<file path="src/hw/rtl/tma_mul.sv">
module tma_mul (
   input  logic        clock,
   input  logic        reset,
   input  logic        start,
   input  logic [30:0] op_a,
   input  logic [30:0] op_b,
   output logic        busy,
   output logic        done,
   output logic [61:0] product
);
   logic [62:0] acc_ff, acc_in;
   logic [30:0] mcand_ff, mcand_in;
   logic [4:0]  cnt_ff, cnt_in;
   logic        busy_ff, busy_in;
   logic        done_ff, done_in;
   logic [32:0] sum;

   always_comb begin
      acc_in   = acc_ff;
      mcand_in = mcand_ff;
      cnt_in   = cnt_ff;
      busy_in  = busy_ff;
      done_in  = 1'b0;
      sum = {1'b0, acc_ff[62:31]} + (acc_ff[0] ? {2'b00, mcand_ff} : 33'd0);
      if (start) begin
         acc_in   = {32'd0, op_b};
         mcand_in = op_a;
         cnt_in   = 5'd0;
         busy_in  = 1'b1;
      end else if (busy_ff) begin
         acc_in = {sum, acc_ff[30:1]};
         cnt_in = cnt_ff + 5'd1;
         if (cnt_ff == 5'd30) begin
            busy_in = 1'b0;
            done_in = 1'b1;
         end
      end
   end

   always_ff @(posedge clock) begin
      if (reset) begin
         busy_ff <= 1'b0;
         done_ff <= 1'b0;
         cnt_ff  <= 5'd0;
      end else begin
         busy_ff <= busy_in;
         done_ff <= done_in;
         cnt_ff  <= cnt_in;
      end
   end

   always_ff @(posedge clock) begin
      acc_ff   <= acc_in;
      mcand_ff <= mcand_in;
   end

   assign busy    = busy_ff;
   assign done    = done_ff;
   assign product = acc_ff[61:0];
endmodule

</file>
<file path="config.mk">
export PLATFORM = sky130hd
export DESIGN_NAME = tma_mul
export DESIGN_NICKNAME = d
export VERILOG_FILES = /design/src/hw/rtl/tma_mul.sv
export SDC_FILE = /design/constraint.sdc
export NUM_CORES = 1
export LEC_CHECK = 0
export BUFFER_PORTS_ARGS = -buffer_cell sky130_fd_sc_hd__buf_2
export CAP_MARGIN = 20
export CORE_UTILIZATION = 42
export DETAILED_ROUTE_END_ITERATION = 10
export PLACE_DENSITY = 0.7
export REMOVE_ABC_BUFFERS = 1
export SYNTH_ARGS = -nofsm -noshare
export SYNTH_HDL_FRONTEND = slang
export SYNTH_SLANG_ARGS = --single-unit
</file>
<file path="constraint.sdc">
create_clock -name clock -period 4.5 [get_ports clock]
set_input_delay 0.225 -clock clock [delete_from_list [all_inputs] [get_ports clock]]
set_output_delay 0.225 -clock clock [all_outputs]
set_load 0.005 [all_outputs]
</file>
==> impl_metrics.toml <==
[critical_path]
cp_num_buf_inv = 0
critPathCaptureType = "register"
critical_path.top_delay_family = "compound AO/OA/AOI/OAI gates"
worstPathCellList = "and2_1 -> ha_1 -> fa_1 -> a21o_2 -> a311oi_2 -> nor4_2 -> o2111ai_4 -> a211oi_1 -> a211o_1"
required_ns = 4.75
start_kind = "register"
crit_arrival_ns = 3.64
cp_slowest_cell = "edfxtp_1"
critPathMaxStageDelay_ns = 0.77
critPathKind = "reg -> reg"
critPathMaxFanout = 32

[sta]
finalHoldViolations = 0
finalClockSkew_ns = 0.008036
slew-limit-headroom = 0.4063
period_share = 0.7525
fin_hold_ws_ns = 0.03807
fin_setup_tns_ns = 0
tightest_slew_ns = 0.8906
max_freq_ghz = 0.2953
setup_violations = 0
min_period_ns = 3.386
drv_slew = 0
rsz0062_at_grt = "false"

[place]
place_congestion = 0.8944
dp_hpwl_mm = 11.21
port_buffers = 128

[yosys]
synth.cell_area_um2 = 6231
synthMuxAreaShare = 0.06888
synth_seq_area_share = 0.4241
synth-edff-count = 62
synth-xor-area-share = 0.02249
synth_seq_cells = 101
yosys-top-cells-count = "buf_4, edfxtp_1, a21oi_1"
synth_compound_area_frac = 0.1761
async_flop_share = 0
synth-adder-area-share = 0.06948
synth_area_leader_cell = "edfxtp_1"
synth_cells = 620
yosysUniqueCellTypes = 66
avgSynthCellArea_um2 = 10.05
yosysWarnings = 0
synth_ff_type = "edfxtp_1"
synth_top_family_by_area = "compound AO/OA/AOI/OAI gates"
synth-simple-area-share = 0.1390
synth_top_cell_area_share = 0.2988
synthTopCellsByArea = "edfxtp_1, dfxtp_1, buf_4"

[power]
clkPwrFrac = 0.323
internal_power_w = 0.001679
p_sw_w = 0.0007202
comb_power_share = 0.206
ir_drop_uv = 187.6
pwr-share-seq = 0.471
p_sw_frac = 0.3001
powerDensity_nw_per_um2 = 348.9
p_leak_nw = 2.845

[final_layout]
regArea_um2 = 2643
multi_input_area_um2 = 2968
drive_gt1_frac = 0.2946
layout.nets = 773
diodes = 0
nFillCells = 1339
syn_to_final_growth_pct = 10.38

[clock_tree]
cts_root_buf = "clkbuf_16"
cts-resized-gates = 0
cts_setup_buffers = 0
cts_buffers = 9
cts_tree = "done"
cts.sinks = 101
postCtsHoldBufs = 0
clk_latency_ns = 0.36
path_clk_slew_ns = 0.08
htreeDepth = 3
clock_path_buffers = 2

[routing]
met1_length_mm = 6.647
routed.top_layer = "met4"
wl_met2_mm = 6.699
final_antenna_net_count = 0
num_vias = 4831
drc_errors = 0
drt-wirelength-per-cell_um = 17.48
dr.pass1.iters = 5
vias_per_cell = 5.598
wl_mm = 15.09
dr_wl_met3_mm = 1.282
drt_iter0_markers = 358

[worst_hold_path]
min_path_type = "in -> reg"

[die]
fp.coreArea_um2 = 14480
rows = 44
dieWidth_um = 123.8
ios = 129
dieArea_um2 = 15330
fp.dieH_um = 123.8
start_util = 0.4303

[flow_run]
drv_cap = 0

[grt]
grt_pass1_vias = 4834
grt_usage = 0.2072
grt-ovfl-total = 0
grt_max_degree = 50
antenna_found_initial = 0
grt_pass1_wl_mm = 24.16

[status]
outcome = "complete, no violations"
power by group through the flow:
stage | logic (W) | clock network, W | registers [W]
final | 0.000494 | 0.000774 | 0.00113
after global placement | 0.000477 | 0 | 0.00115
after detailed placement | 0.000485 | 0 | 0.00115
after CTS | 0.000487 | 0.000799 | 0.00113
after global routing | 0.000546 | 0.000829 | 0.00114
after floorplan | 0.000296 | 0 | 0.00114
routing by layer:
metal,vias to the layer above,track usage
met3,35,0.04945
met4,0,0.1054
met1,2249,0.2690
li1,2345,-
met5,-,0
met2,202,0.3201
placed cells by master, fill, tap and decap left out, types with 2 or more instances in the layout:
master,count
o311a_1,2
inv_8,3
nand2_1,44
and3_1,5
xor2_1,4
o211ai_1,5
nand4_1,11
a2bb2oi_1,2
or3_1,9
a2111o_1,2
o21ai_0,28
mux2i_1,8
o21bai_1,4
ha_1,33
a311o_1,4
nor3_1,9
buf_2,127
o21ai_1,5
dfxtp_1,39
a21boi_0,2
a21oi_1,45
a31oi_1,5
xnor2_1,12
nor2_1,36
mux2_2,31
a21o_1,4
inv_1,7
o21a_1,8
a211oi_1,9
a32o_1,4
clkbuf_16,9
and2_1,31
a31o_2,4
nand3_1,17
o2111ai_1,4
buf_4,7
a211o_1,5
edfxtp_1,62
clkinvlp_4,2
stage by stage:
step | total power, W | instances | util | setup WS [ns] | cell area (um^2)
finish | 0.002399 | 863 | 0.4750 | 1.114 | 6878
global route | 0.002518 | 863 | 0.4750 | 0.9033 | 6878
CTS | 0.002420 | 862 | 0.4731 | 1.102 | 6850
detailed placement | 0.001638 | 846 | 0.4530 | 1.159 | 6559
global placement | 0.001628 | 846 | 0.4530 | 1.255 | 6559
floorplan | 0.001437 | 528 | - | 1.634 | 5638
cell families (layout without fill, tap and decap cells):
family,Yosys count,after routing
AOI/OAI and AO/OA,158,158
xor gates and xnor gates,16,16
adders and majority gates,34,34
buffers and inverters,100,159
DFF,101,101
muxes,39,39
and+or+nand+nor,172,172
state kept, by name, indices dropped and copies added, names as in the netlist:
name and count:
acc_ff 63, cnt_ff 5, mcand_ff 31, busy 1, done 1
layout make-up:
type | instances | share of cell area
clock buffers | 9 | 0.03275
clock inverters | 7 | 0.009642
inverters | 8 | 0.004366
multi-input cells | 419 | 0.4315
flip-flops and latches | 101 | 0.3842
well taps | 184 | 0.03347
repair buffers | 135 | 0.1041
final timing paths:
path,from,to,slack (ns),cells past startpoint
max,acc_ff[0],acc_ff[50],1.11,9
min,reset,busy,0.04,2
max reg2reg,acc_ff[0],acc_ff[50],1.11,9
min reg2reg,acc_ff[62],acc_ff[62],0.46,1
Note: power is estimated with default switching activity, not from simulation.
