[src/hw/rtl/tma_sqrt.sv]
module tma_sqrt (
   input  logic        clock,
   input  logic        reset,
   input  logic        start,
   input  logic [61:0] radicand,
   output logic        done,
   output logic [30:0] root
);
   logic [61:0] x_ff, x_in;
   logic [61:0] r_ff, r_in;
   logic [61:0] bit_ff, bit_in;
   logic [4:0]  cnt_ff, cnt_in;
   logic        busy_ff, busy_in;
   logic        done_ff, done_in;
   logic [62:0] cand;

   always_comb begin
      x_in    = x_ff;
      r_in    = r_ff;
      bit_in  = bit_ff;
      cnt_in  = cnt_ff;
      busy_in = busy_ff;
      done_in = 1'b0;
      cand = {1'b0, r_ff} + {1'b0, bit_ff};
      if (start) begin
         x_in    = radicand;
         r_in    = '0;
         bit_in  = {2'b01, 60'd0};
         cnt_in  = 5'd0;
         busy_in = 1'b1;
      end else if (busy_ff) begin
         if ({1'b0, x_ff} >= cand) begin
            x_in = x_ff - cand[61:0];
            r_in = (r_ff >> 1) + bit_ff;
         end else begin
            r_in = r_ff >> 1;
         end
         bit_in = bit_ff >> 2;
         cnt_in = cnt_ff + 5'd1;
         if (cnt_ff == 5'd30) begin
            busy_in = 1'b0;
            done_in = 1'b1;
         end
      end
   end

   always_ff @(posedge clock) begin
      if (reset) begin
         busy_ff <= 1'b0;
         done_ff <= 1'b0;
         cnt_ff  <= 5'd0;
      end else begin
         busy_ff <= busy_in;
         done_ff <= done_in;
         cnt_ff  <= cnt_in;
      end
   end

   always_ff @(posedge clock) begin
      x_ff   <= x_in;
      r_ff   <= r_in;
      bit_ff <= bit_in;
   end

   assign done = done_ff;
   assign root = r_ff[30:0];
endmodule

[config.mk]
export PLATFORM = sky130hd
export DESIGN_NAME = tma_sqrt
export DESIGN_NICKNAME = d
export VERILOG_FILES = /design/src/hw/rtl/tma_sqrt.sv
export SDC_FILE = /design/constraint.sdc
export NUM_CORES = 1
export LEC_CHECK = 0
export BUFFER_PORTS_ARGS = -buffer_cell sky130_fd_sc_hd__clkbuf_2
export CORE_ASPECT_RATIO = 1.2
export CORE_MARGIN = 2
export CORE_UTILIZATION = 30
export CTS_CLUSTER_SIZE = 28
export DETAILED_ROUTE_END_ITERATION = 16
export GPL_TIMING_DRIVEN = 1
export PLACE_DENSITY = 0.52
export SLEW_MARGIN = 25
export SYNTH_ARGS = -nofsm -noshare
export SYNTH_HDL_FRONTEND = slang
export SYNTH_SLANG_ARGS = --single-unit
[constraint.sdc]
create_clock -name clock -period 13.4 [get_ports clock]
set_clock_uncertainty 0.1 [all_clocks]
set_input_delay 2.01 -clock clock [delete_from_list [all_inputs] [get_ports clock]]
set_output_delay 2.01 -clock clock [all_outputs]
set_load 0.05 [all_outputs]
==> results <==
- The die outline area is 52000 µm².
- The post-layout net count is 2085.
- The total routing usage reported by global routing is 0.183.
- With fillers left out, the area of the finished cells amounts to 16300 µm².
- Setup repair after global routing left no endpoint under its margin.
- The worst min-delay path category is reg2reg.
- The number of failing hold endpoints at the final stage came to 0.
- The synthesized net count is 2099.
- The layout has 5270 filler cells.
- The worst setup path is captured at a register.
- The share of the clock period used by the worst path after layout is 0.576.
- The maximum fanout count along the critical path is 50.
- For this run, the leading register cell type out of synthesis is sky130_fd_sc_hd__dfxtp_1.
- Entering global routing, the biggest net connects 81 pins.
- The kind of critical path is reg2reg.
- The max-slew violation total from the final report is 0.
- The actual transition at the worst max-transition pin is 931 ps.
- The flip-flop and latch count after synthesis is 162.
- The number of nets still failing antenna checks after routing is 0.
- The floorplan die width is 209 µm.
- The mean instance size in the synthesized netlist is 7.91 µm².
- Summing every instance area after synthesis gives 15100 µm².
- In the routed layout, each cell is associated on average with a via count of 5.54.
- After routing, the total negative slack on setup checks comes to 0 ps.
- The total number of placement rows is 89.
- The number of post-CTS setup repair buffers is 0.
- The power per standard cell area is 180 nW/µm².
- Of the synthesized area, sequential elements account for 0.256.
- The time the final worst path needs with I/O delays and setup is 7720 ps.
- The peak ir drop on the vdd network is 0.0952 mV.
- The total routed wirelength is 48100 µm.
- For the worst setup path, the data arrival time is 7720 ps.
- The completed layout was analyzed and its total power is 2.94 mW.
- The initial antenna violation count is 0.
- The critical path data required time is 13400 ps.
- In the synthesized netlist the async set-or-reset flop fraction comes to 0.
- The analysis attributes to cell leakage a power of 6.10 nW.
- For this run, the top clock speed supported by timing is 130 MHz.
- The H-tree generated during clock tree synthesis spans 4 levels.
- Setup violations remaining at the end of the flow were counted as 0.
- The post-cts gate resize count is 0.
- Clock latency on the worst-skew pair, taken at its later pin, is 470 ps.
- The tool flagged a number of max-cap violations equal to 0.
- The yosys synthesis warning count is 0.
- Summing over every cut layer, the via total after detailed routing is 14100.
- The area of the core region is 49400 µm².
- The repair_antennas step left the layout with diodes totalling 0.
- TritonCTS built the clock tree.
- The buffer levels on the longest clock path is 2.
- The growth of design area from synthesis to finish is 8.48%.
- The top-level port count is 97.
- In this run, placement finished with an instance count of 2509.
- The clock-pin slew on the worst setup and hold paths is 70 ps.
- The worst-case headroom to the max-slew limit is 0.380.
- The count of flip-flops with a built-in enable after synthesis is 62.
- The estimated wirelength of the detail-placed design is 36800 µm.
- For this design, the CTS-stage hold fixing added 0 buffers.
- The via count of the first global-routing pass is 13800.
- The routed wirelength normalized by instance count is 18.9 µm.
- The congestion estimate from routability-driven global placement came to 0.895.
- Clock tree synthesis inserted a total of 17 buffers.
- The flow ran to the end, and the final reports show no timing, DRC or antenna violations.
- The number of design rule violations left after detail routing is 0.
- Of the cells placed in the final design, the portion with a size suffix greater than 1 is 0.0893.
- CTS saw 162 sinks.
- Once placement finished, the instance area stood at 15700 µm².
- The cell sitting at the root of the clock tree is a sky130_fd_sc_hd__clkbuf_16.
- The number of port buffers is 96.
- The total global routing overflow is 0.
- For this run, the number of standard cells in the final layout without fillers is 2541.
- The global-route wire length before repair is 76200 µm.
- The initial cell density of the core is 0.305.
- For this run, the detailed router's first-pass iteration total came to 7.
- STA classifies the critical path startpoint as a register.
- The count of cell types in the netlist is 91.
- The post-synthesis cell count is 1905.
- The die height is 249 µm.
- The number of violations reported at the end of detailed-routing iteration 0 is 918.
final timing paths:
path                            cells after the start  slack [ps]                 to                   start
worst min register to register                      2         410    done$_SDFF_PP0_  cnt_ff[4]$_SDFFE_PP0P_
worst max register to register                     22        5680  x_ff[6]$_DFFE_PP_    r_ff[2]$_SDFFE_PP0P_
worst max-delay path                               22        5680  x_ff[6]$_DFFE_PP_    r_ff[2]$_SDFFE_PP0P_
worst min-delay path                                2         410    done$_SDFF_PP0_  cnt_ff[4]$_SDFFE_PP0P_
cell type report:
type	count	area [µm²]	area share
clock buffer	18	429	0.0263
clock inverter	14	176	0.0108
inverter	41	154	0.00942
multi-input combinational	1564	10400	0.634
sequential	162	3870	0.237
tap	637	797	0.0488
timing repair buffer	105	554	0.0339
power breakdown:
group	switching (mW)	internal, mW
Clock	0.234	0.296
Sequential	0.0981	0.661
Combinational	1.04	0.611
Total	1.37	1.57
Yosys cell counts, types with 17 or more instances:
cell type | count | area share
sky130_fd_sc_hd__nand2_1 | 222 | 0.055
sky130_fd_sc_hd__nor2_1 | 164 | 0.041
sky130_fd_sc_hd__ha_1 | 128 | 0.11
sky130_fd_sc_hd__a21oi_1 | 108 | 0.036
sky130_fd_sc_hd__o21ai_0 | 108 | 0.036
sky130_fd_sc_hd__dfxtp_1 | 100 | 0.13
sky130_fd_sc_hd__xnor2_1 | 90 | 0.052
sky130_fd_sc_hd__clkbuf_1 | 76 | 0.019
sky130_fd_sc_hd__xor2_1 | 76 | 0.044
sky130_fd_sc_hd__edfxtp_1 | 62 | 0.12
sky130_fd_sc_hd__a31oi_1 | 53 | 0.022
sky130_fd_sc_hd__nand3_1 | 52 | 0.017
sky130_fd_sc_hd__nand4_1 | 50 | 0.021
sky130_fd_sc_hd__nor3_1 | 50 | 0.017
sky130_fd_sc_hd__a211oi_1 | 47 | 0.023
sky130_fd_sc_hd__a21o_1 | 44 | 0.022
sky130_fd_sc_hd__inv_1 | 38 | 0.0095
sky130_fd_sc_hd__o21ai_1 | 37 | 0.012
sky130_fd_sc_hd__mux2i_1 | 35 | 0.023
sky130_fd_sc_hd__buf_4 | 34 | 0.017
sky130_fd_sc_hd__o21bai_1 | 24 | 0.012
sky130_fd_sc_hd__buf_2 | 20 | 0.0066
sky130_fd_sc_hd__and3_1 | 19 | 0.0079
sky130_fd_sc_hd__nor2b_1 | 19 | 0.0079
sky130_fd_sc_hd__a311oi_1 | 17 | 0.0099
sky130_fd_sc_hd__nand2b_1 | 17 | 0.0071
critical path: stages, from the launching register on:
cell and delay (ps):
sky130_fd_sc_hd__dfxtp_1 360, sky130_fd_sc_hd__ha_1 350, sky130_fd_sc_hd__a31oi_1 160, sky130_fd_sc_hd__o21ai_1 330
sky130_fd_sc_hd__a21boi_1 250, sky130_fd_sc_hd__nor3b_1 490, sky130_fd_sc_hd__or2_0 460, sky130_fd_sc_hd__a21oi_1 150
sky130_fd_sc_hd__o41ai_1 460, sky130_fd_sc_hd__a21oi_1 200, sky130_fd_sc_hd__o21ai_1 190, sky130_fd_sc_hd__xnor2_1 90
sky130_fd_sc_hd__ha_1 470, sky130_fd_sc_hd__nand2_1 110, sky130_fd_sc_hd__nor4_1 530, sky130_fd_sc_hd__nand2_1 140
sky130_fd_sc_hd__o311a_1 420, sky130_fd_sc_hd__o21a_2 300, sky130_fd_sc_hd__nor2_4 150, sky130_fd_sc_hd__buf_4 400
sky130_fd_sc_hd__nand2_1 190, sky130_fd_sc_hd__nand2_2 310, sky130_fd_sc_hd__buf_4 650
layer usage:
layer | wire length, µm | vias up | share of wire | global-route usage
li1 | - | 7002 | - | -
met1 | 21300 | 6749 | 0.44 | 0.225
met2 | 24200 | 285 | 0.50 | 0.330
met3 | 1440 | 46 | 0.030 | 0.0193
met4 | 1060 | 0 | 0.022 | 0.0629
met5 | 0 | - | 0 | 0
kinds of logic (layout without fill, tap and decap cells):
group	after synthesis	in the layout	synth area share
buffers and inverters	179	178	0.0557
xor gates and xnor gates	166	166	0.0965
muxes	38	38	0.0255
adders and majority gates	129	129	0.108
and+or+nand+nor	652	652	0.200
AOI/OAI and AO/OA	579	579	0.258
DFF	162	162	0.256
stage by stage:
step           hold WS [ps]  setup WS [ps]  utilization
2_1_floorplan           365           6900            -
3_5_place_dp            399           5630        0.318
5_1_grt                 435           4940        0.331
4_1_cts                 418           5650        0.331
6_report                414           5680        0.331
3_3_place_gp            393           5890        0.318
cells in the final DEF, fill, tap and decap left out, types with 19 or more instances in the layout:
cell / synthesis / layout
sky130_fd_sc_hd__nand2_1: 222 / 221
sky130_fd_sc_hd__nor2_1: 164 / 164
sky130_fd_sc_hd__ha_1: 128 / 128
sky130_fd_sc_hd__a21oi_1: 108 / 108
sky130_fd_sc_hd__o21ai_0: 108 / 108
sky130_fd_sc_hd__dfxtp_1: 100 / 99
sky130_fd_sc_hd__clkbuf_2: 0 / 95
sky130_fd_sc_hd__xnor2_1: 90 / 90
sky130_fd_sc_hd__xor2_1: 76 / 76
sky130_fd_sc_hd__edfxtp_1: 62 / 62
sky130_fd_sc_hd__a31oi_1: 53 / 53
sky130_fd_sc_hd__nand3_1: 52 / 52
sky130_fd_sc_hd__nand4_1: 50 / 50
sky130_fd_sc_hd__nor3_1: 50 / 50
sky130_fd_sc_hd__a211oi_1: 47 / 47
sky130_fd_sc_hd__a21o_1: 44 / 44
sky130_fd_sc_hd__inv_1: 38 / 38
sky130_fd_sc_hd__o21ai_1: 37 / 37
sky130_fd_sc_hd__mux2i_1: 35 / 35
sky130_fd_sc_hd__o21bai_1: 24 / 24
sky130_fd_sc_hd__nor2b_1: 19 / 19
sky130_fd_sc_hd__and3_1: 19 / 19
flip-flops by register name, indices dropped and copies added, names as in the netlist:
register,cells
r_ff,62
x_ff,62
bit_ff,31
cnt_ff,5
busy_ff,1
done,1
(Power assumes the default switching activity.)
