--- src/hw/rtl/tma_div.sv ---
module tma_div (
   input  logic        clock,
   input  logic        reset,
   input  logic        start,
   input  logic [62:0] dividend,
   input  logic [46:0] divisor,
   output logic        done,
   output logic [62:0] quotient
);
   logic [46:0] rem_ff, rem_in;
   logic [62:0] quo_ff, quo_in;
   logic [46:0] den_ff, den_in;
   logic [5:0]  cnt_ff, cnt_in;
   logic        busy_ff, busy_in;
   logic        done_ff, done_in;
   logic [47:0] trial;
   logic [47:0] diff;
   logic        ge;

   always_comb begin
      rem_in  = rem_ff;
      quo_in  = quo_ff;
      den_in  = den_ff;
      cnt_in  = cnt_ff;
      busy_in = busy_ff;
      done_in = 1'b0;
      trial = {rem_ff, quo_ff[62]};
      diff  = trial - {1'b0, den_ff};
      ge    = trial >= {1'b0, den_ff};
      if (start) begin
         rem_in  = '0;
         quo_in  = dividend;
         den_in  = divisor;
         cnt_in  = 6'd0;
         busy_in = 1'b1;
      end else if (busy_ff) begin
         rem_in = ge ? diff[46:0] : trial[46:0];
         quo_in = {quo_ff[61:0], ge};
         cnt_in = cnt_ff + 6'd1;
         if (cnt_ff == 6'd62) begin
            busy_in = 1'b0;
            done_in = 1'b1;
         end
      end
   end

   always_ff @(posedge clock) begin
      if (reset) begin
         busy_ff <= 1'b0;
         done_ff <= 1'b0;
         cnt_ff  <= 6'd0;
      end else begin
         busy_ff <= busy_in;
         done_ff <= done_in;
         cnt_ff  <= cnt_in;
      end
   end

   always_ff @(posedge clock) begin
      rem_ff <= rem_in;
      quo_ff <= quo_in;
      den_ff <= den_in;
   end

   assign done     = done_ff;
   assign quotient = quo_ff;
endmodule

--- config.mk ---
export PLATFORM = sky130hd
export DESIGN_NAME = tma_div
export DESIGN_NICKNAME = d
export VERILOG_FILES = /design/src/hw/rtl/tma_div.sv
export SDC_FILE = /design/constraint.sdc
export NUM_CORES = 1
export LEC_CHECK = 0
export BUFFER_PORTS_ARGS = -buffer_cell sky130_fd_sc_hd__buf_2
export CELL_PAD_IN_SITES_DETAIL_PLACEMENT = 1
export CELL_PAD_IN_SITES_GLOBAL_PLACEMENT = 1
export CORE_ASPECT_RATIO = 0.5
export CORE_MARGIN = 8
export CORE_UTILIZATION = 35
export DETAILED_ROUTE_END_ITERATION = 6
export PLACE_DENSITY = 0.64
export SLEW_MARGIN = 5
export SYNTH_ARGS = -nofsm -noshare
export SYNTH_HDL_FRONTEND = slang
export SYNTH_SLANG_ARGS = --single-unit
--- constraint.sdc ---
create_clock -name clock -period 4 [get_ports clock]
set_input_delay 1 -clock clock [delete_from_list [all_inputs] [get_ports clock]]
set_output_delay 1 -clock clock [all_outputs]
set_load 0.01 [all_outputs]
==> reports/metrics.yaml, run 1 <==
route:
  first_pass_iters: 5
  wirelength_um: 30000
  vias: 7810
  via_per_inst: 5.26
  wl_per_cell_um: 20.2
  route.detailed.drc: 0
  initialDrtViolationCount: 498
  antenna_left: 0
global_route:
  overflow: 0
  grt_use_met3_pct: 4.84
  met2_usage_pct: 23.1
  grt_pass1_wl_um: 47500
  first_global_vias: 7960
  busiest_layer: "met1"
  grt_max_degree: 64
  antenna_found_initial: 0
  use_met1_pct: 28.7
  track_usage_pct: 18.0
synthesis:
  yosys-top-cells-area: "edfxtp_1, dfxtp_1, mux2_2"
  ys.flop_type: "edfxtp_1"
  synth_cell_types: 59
  synth.net_count: 1116
  ys_seq_elements: 165
  ys_seq_area_share_pct: 45.8
  syn-instance-count: 953
  synth.top_cell.area_share_pct: 34.4
  synth_edf_count: 110
  ys_warn_count: 0
  synth_area_per_cell_um2: 10.1
  synth_top_cell_by_area: "edfxtp_1"
  synth-async-reset-ratio_pct: 0
  syn_area_um2: 9610
sta:
  worst_pin_slew_ns: 0.829
  rsz0062_at_grt: "false"
  min_period_ns: 3.54
  finalMaxSlewViolations: 0
  hold_viol: 0
  tns_ns: 0
  final-setup-viol-count: 0
  relSlewSlack_pct: 44.8
  skew_ns: 0.0107
  fmax_mhz: 283
  finalCritPeriodShare_pct: 88.4
worst_setup_path:
  critPathMaxFanout: 4
  cp-end-kind: "flop"
  start_kind: "flop"
  arrival_ns: 3.90
  crit_type: "flop to flop"
  critPathRequiredTime_ns: 4.36
  r2r_cells: 12
final_layout:
  drive_above_1_share_pct: 28.6
  syn_to_final_growth_pct: 19.2
  nNetsFinal: 1276
  diodes: 0
pwr:
  switching_share_pct: 30.5
  vdd_drop_max_v: 0.000324
  p_comb_share_pct: 21.8
  total_power_mw: 4.81
  switchingPower_mw: 1.47
  pwr-share-clk_pct: 35.3
  intPower_mw: 3.34
  leakagePower_nw: 4.74
  sequentialPowerShare_pct: 42.9
  power.density_nw_per_um2: 420
clock_tree:
  cts_hold_buf: 0
  numCtsBuffers: 17
  cts_max_path_buffers: 2
  cts-root-buf: "clkbuf_16"
  clock_latency_ns: 0.45
  cts_tree: "yes"
  ctsResizeCount: 0
  cts.clk_slew.worst_paths_ns: 0.07
  clkSinkCount: 165
  cts_max_level: 4
  cts_setup_buffers: 0
worst_hold_path:
  min_path_type: "flop to flop"
  hold_depth: 2
placed_design:
  dpl.hpwl_um: 23200
  gp_congestion: 0.891
  port_buffers: 176
floorplanning:
  dieArea_um2: 33300
  die_x_um: 250
  die_y_um: 133
  rows: 43
  start_util_pct: 35.1
  pin_count: 177
  coreArea_um2: 27300
run_status:
  status: "finished clean"
job:
  maxCapViolCount: 0
-- critical path: stages, from the launching register on --
cell and delay [ns]:
edfxtp_1 0.37, inv_1 0.05, ha_1 0.22, fa_1 0.38
nor2b_1 0.21, o21bai_1 0.15, a211oi_1 0.51, a311oi_1 0.33
or3_1 0.44, nand4_1 0.15, a31oi_1 0.20, xor2_1 0.20
a211oi_1 0.24
-- cell usage after synthesis (all sizes together) (11+ instances only) --
cell type and number:
mux2 64, o21bai 12, a21oi 72, a21o 22
xnor2 25, buf 20, nor3 12, ha 49
dfxtp 55, o21ai 34, nor2 79, clkbuf 33
a211oi 11, xor2 16, edfxtp 110, a311oi 32
nand3 15, nand4 18, inv 69, nand2 106
-- routing by layer --
| metal | vias to the layer above | routed length [um] | share of wire [%] |
|---|---|---|---|
| met3 | 18 | 1680 | 5.6 |
| met1 | 3798 | 16500 | 55 |
| met2 | 187 | 11600 | 39 |
| met4 | 0 | 225 | 0.75 |
| li1 | 3807 | - | - |
| met5 | - | 0 | 0 |
-- kinds of logic after synthesis --
family	Yosys count	share of synthesized area [%]
simple gates	269	12.6
compound gates	240	18.2
flops	165	45.8
buf+inv	122	5.37
mux	66	7.71
fa+ha+maj	50	6.59
xor+xnor	41	3.74
-- state kept, by name, summed over array words and instances (netlist names) --
register	flops
den_ff	47
done	1
cnt_ff	6
quotient	63
rem_ff	47
busy_ff	1
-- cell usage in the layout (no fill, tap or decap), drive strengths merged, types with 6 or more instances in the layout --
| cell | count |
|---|---|
| xor2 | 16 |
| a21oi | 72 |
| o21a | 10 |
| a211oi | 11 |
| nor3 | 12 |
| and3 | 6 |
| xnor2 | 25 |
| a311oi | 32 |
| o21bai | 12 |
| o211ai | 10 |
| edfxtp | 110 |
| or3 | 7 |
| clkbuf | 18 |
| inv | 76 |
| mux2 | 64 |
| ha | 49 |
| o21ai | 34 |
| nand3 | 15 |
| nand2b | 6 |
| nand2 | 106 |
| buf | 194 |
| nand4 | 18 |
| a21o | 22 |
| nor2 | 79 |
| dfxtp | 55 |
-- layout make-up --
| cell class | instances | area (um^2) |
|---|---|---|
| multi-input cells | 666 | 4690 |
| inverters | 69 | 259 |
| clock buffers | 18 | 429 |
| repair buffers | 194 | 1050 |
| well taps | 360 | 450 |
| flip-flops and latches | 165 | 4410 |
| fillers | 3132 | 15900 |
| clock inverters | 14 | 164 |
-- worst paths after layout --
path                     start    endpoint  slack, ns
hold reg to reg      rem_ff[1]   rem_ff[1]       0.49
setup / recovery  quotient[62]  rem_ff[42]       0.46
hold / removal       rem_ff[1]   rem_ff[1]       0.49
setup reg to reg  quotient[62]  rem_ff[42]       0.46
-- per-stage QoR --
step | hold WS (ns) | area [um^2] | utilization (%) | setup slack, ns | cells
floorplan | 0.443 | 9610 | - | 0.673 | 953
global placement | 0.475 | 10900 | 39.7 | 0.572 | 1454
detailed placement | 0.484 | 10900 | 39.7 | 0.546 | 1454
CTS | 0.494 | 11400 | 41.9 | 0.497 | 1486
global route | 0.517 | 11400 | 41.9 | 0.216 | 1486
finish | 0.492 | 11400 | 41.9 | 0.464 | 1486
-- power groups by stage --
| stage | Combinational [mW] | Sequential, mW | Clock, mW |
|---|---|---|---|
| global route | 1.15 | 2.08 | 1.83 |
| CTS | 1.04 | 2.07 | 1.75 |
| floorplan | 0.650 | 2.11 | 0 |
| detailed placement | 1.04 | 2.10 | 0 |
| finish | 1.05 | 2.06 | 1.70 |
| global placement | 1.03 | 2.09 | 0 |
No activity file was read; power rests on OpenSTA's default activity.
==> run 2: changes to the inputs <==
ABC_AREA = 1   (was unset)
HOLD_SLACK_MARGIN = 0.02   (was unset)
PLACE_DENSITY = 0.68   (was 0.64)
==> reports/metrics.yaml, run 2 <==
floorplanning:
  coreArea_um2: 30100
  die_x_um: 262
  rows: 45
  die_y_um: 139
  dieArea_um2: 36400
  start_util_pct: 35.2
  pin_count: 177
final_layout:
  nNetsFinal: 1906
  largest_reg_flops: 63
  syn_to_final_growth_pct: 17.5
  layoutNonFillerInstCount: 2156
  post-route-util_pct: 41.4
  layout_commonest_cell: "nand2_1"
  drive_above_1_share_pct: 13.1
  mostFrequentLayoutCells: "nand2_1, inv_1, buf_2, nor2_1, edfxtp_1"
synthesis:
  synth_edf_count: 110
  ys_seq_area_share_pct: 41.6
  synth_top_cell_by_area: "edfxtp_1"
  ys.flop_type: "edfxtp_1"
  synth_cell_types: 33
  ys_seq_elements: 165
  syn_area_um2: 10600
  synth_most_common_cell: "nand2_1"
  synth.net_count: 1736
  synth_commonest_cells: "nand2_1, inv_1, nor2_1"
  synth.top_cell.area_share_pct: 31.2
  synth-async-reset-ratio_pct: 0
  yosys-top-cells-area: "edfxtp_1, nand2_1, dfxtp_1"
  ys_warn_count: 0
  syn-instance-count: 1573
  synth_area_per_cell_um2: 6.74
sta:
  final-setup-viol-count: 0
  skew_ns: 0.0171
  tns_ns: 0
  finalCritPeriodShare_pct: 79.0
  fmax_mhz: 316
  whs_ns: 0.467
  fin_ws_ns: 0.839
  min_period_ns: 3.16
  worst_pin_slew_ns: 0.746
  hold_viol: 0
  relSlewSlack_pct: 50.2
  finalMaxSlewViolations: 0
  rsz0062_at_grt: "false"
pwr:
  power.density_nw_per_um2: 328
  switching_share_pct: 27.9
  leakagePower_nw: 6.54
  p_comb_share_pct: 13.1
  pwr-share-clk_pct: 37.9
  vdd_drop_max_v: 0.000285
  intPower_mw: 2.95
  sequentialPowerShare_pct: 49.0
  switchingPower_mw: 1.14
route:
  route.detailed.drc: 0
  wirelength_um: 34100
  first_pass_iters: 4
  antenna_left: 0
  initialDrtViolationCount: 421
  via_per_inst: 4.66
  wl_per_cell_um: 15.8
  vias: 10000
worst_setup_path:
  critPathRequiredTime_ns: 4.34
  start_kind: "flop"
  r2r-start: "quotient[62]"
  r2r_cells: 16
  arrival_ns: 3.50
  crit_type: "flop to flop"
  r2r-end: "rem_ff[38]"
  reg2reg_slack_ns: 0.84
  cp-end-kind: "flop"
  critPathMaxFanout: 46
global_route:
  antenna_found_initial: 6
  first_global_vias: 10700
  grt_pass1_wl_um: 55700
  track_usage_pct: 19.1
  overflow: 0
  grt_max_degree: 63
clock_tree:
  cts-root-buf: "clkbuf_16"
  cts_tree: "yes"
  cts.clk_slew.worst_paths_ns: 0.08
  clkSinkCount: 165
  ctsResizeCount: 0
  cts_hold_buf: 0
  numCtsBuffers: 17
  cts_max_path_buffers: 2
  cts_max_level: 4
  cts_setup_buffers: 0
  clock_latency_ns: 0.45
worst_hold_path:
  hp-start: "rem_ff[46]"
  min_path_type: "flop to flop"
  hold_depth: 2
  whs_endpoint: "rem_ff[46]"
placed_design:
  post-place-ws_ns: 0.854
  port_buffers: 176
  dp_cells: 2123
  dpl.hpwl_um: 27200
  gp_congestion: 0.909
job:
  maxCapViolCount: 0
run_status:
  status: "finished clean"
==> run 2: kinds of logic (layout without fill, tap and decap cells) <==
| group | Yosys count | after routing | synth area share, % |
|---|---|---|---|
| AND/OR/NAND/NOR | 991 | 991 | 37.0 |
| buffers and inverters | 284 | 467 | 10.4 |
| flip-flops | 165 | 165 | 41.6 |
| AO/OA/AOI/OAI | 57 | 57 | 2.93 |
| adder cells (fa/ha/maj) | 50 | 50 | 5.98 |
| XOR/XNOR | 26 | 26 | 2.15 |
| other | 0 | 1 | 0 |
==> run 2: critical path, cell delays in order, from the launching register on <==
cell	delay, ns
edfxtp_1	0.40
inv_1	0.06
ha_1	0.23
fa_1	0.43
inv_1	0.14
nand2_1	0.07
nand2_1	0.08
nand3_1	0.10
nand2_2	0.14
nand2_1	0.07
nand2_1	0.21
nand2_1	0.14
nand4_4	0.41
buf_12	0.29
nand3_1	0.12
nand2_1	0.09
nand2_1	0.05
==> run 2: worst max path at each step <==
stage,from,to,slack (ns)
floorplan,start,quotient[0],1.09
global placement,quotient[62],rem_ff[0],0.94
detailed placement,quotient[62],rem_ff[40],0.85
CTS,quotient[62],rem_ff[38],0.82
global route,quotient[62],rem_ff[5],0.57
finish,quotient[62],rem_ff[38],0.84
==> run 2: layer usage <==
layer / track usage [%] / share of wire, % / vias to the layer above
li1: - / - / 5136
met1: 25.0 / 48 / 4699
met2: 30.6 / 44 / 160
met3: 6.85 / 6.5 / 37
met4: 3.23 / 0.89 / 12
met5: 0 / 0.22 / -
==> run 2: metrics by stage <==
step           total power [mW]  area [um^2]
2_1_floorplan              2.33        10600
3_3_place_gp               2.57        11900
3_5_place_dp               2.58        11900
4_1_cts                    4.16        12500
5_1_grt                    4.31        12500
6_report                   4.09        12500
==> run 2: layout make-up <==
| cell class | count | area (um^2) |
|---|---|---|
| fill | 3963 | 17600 |
| multi-input combinational | 1124 | 5110 |
| sequential | 165 | 4400 |
| timing repair buffer | 184 | 968 |
| inverter | 251 | 942 |
| tap | 399 | 499 |
| clock buffer | 20 | 437 |
| clock inverter | 12 | 95.1 |
| antenna | 1 | 2.50 |
==> run 2: power groups by stage <==
stage	logic [mW]	registers, mW	clock network, mW
2_1_floorplan	0.271	2.06	0
3_3_place_gp	0.531	2.04	0
3_5_place_dp	0.544	2.04	0
4_1_cts	0.545	2.00	1.61
5_1_grt	0.604	2.02	1.69
6_report	0.535	2.00	1.55
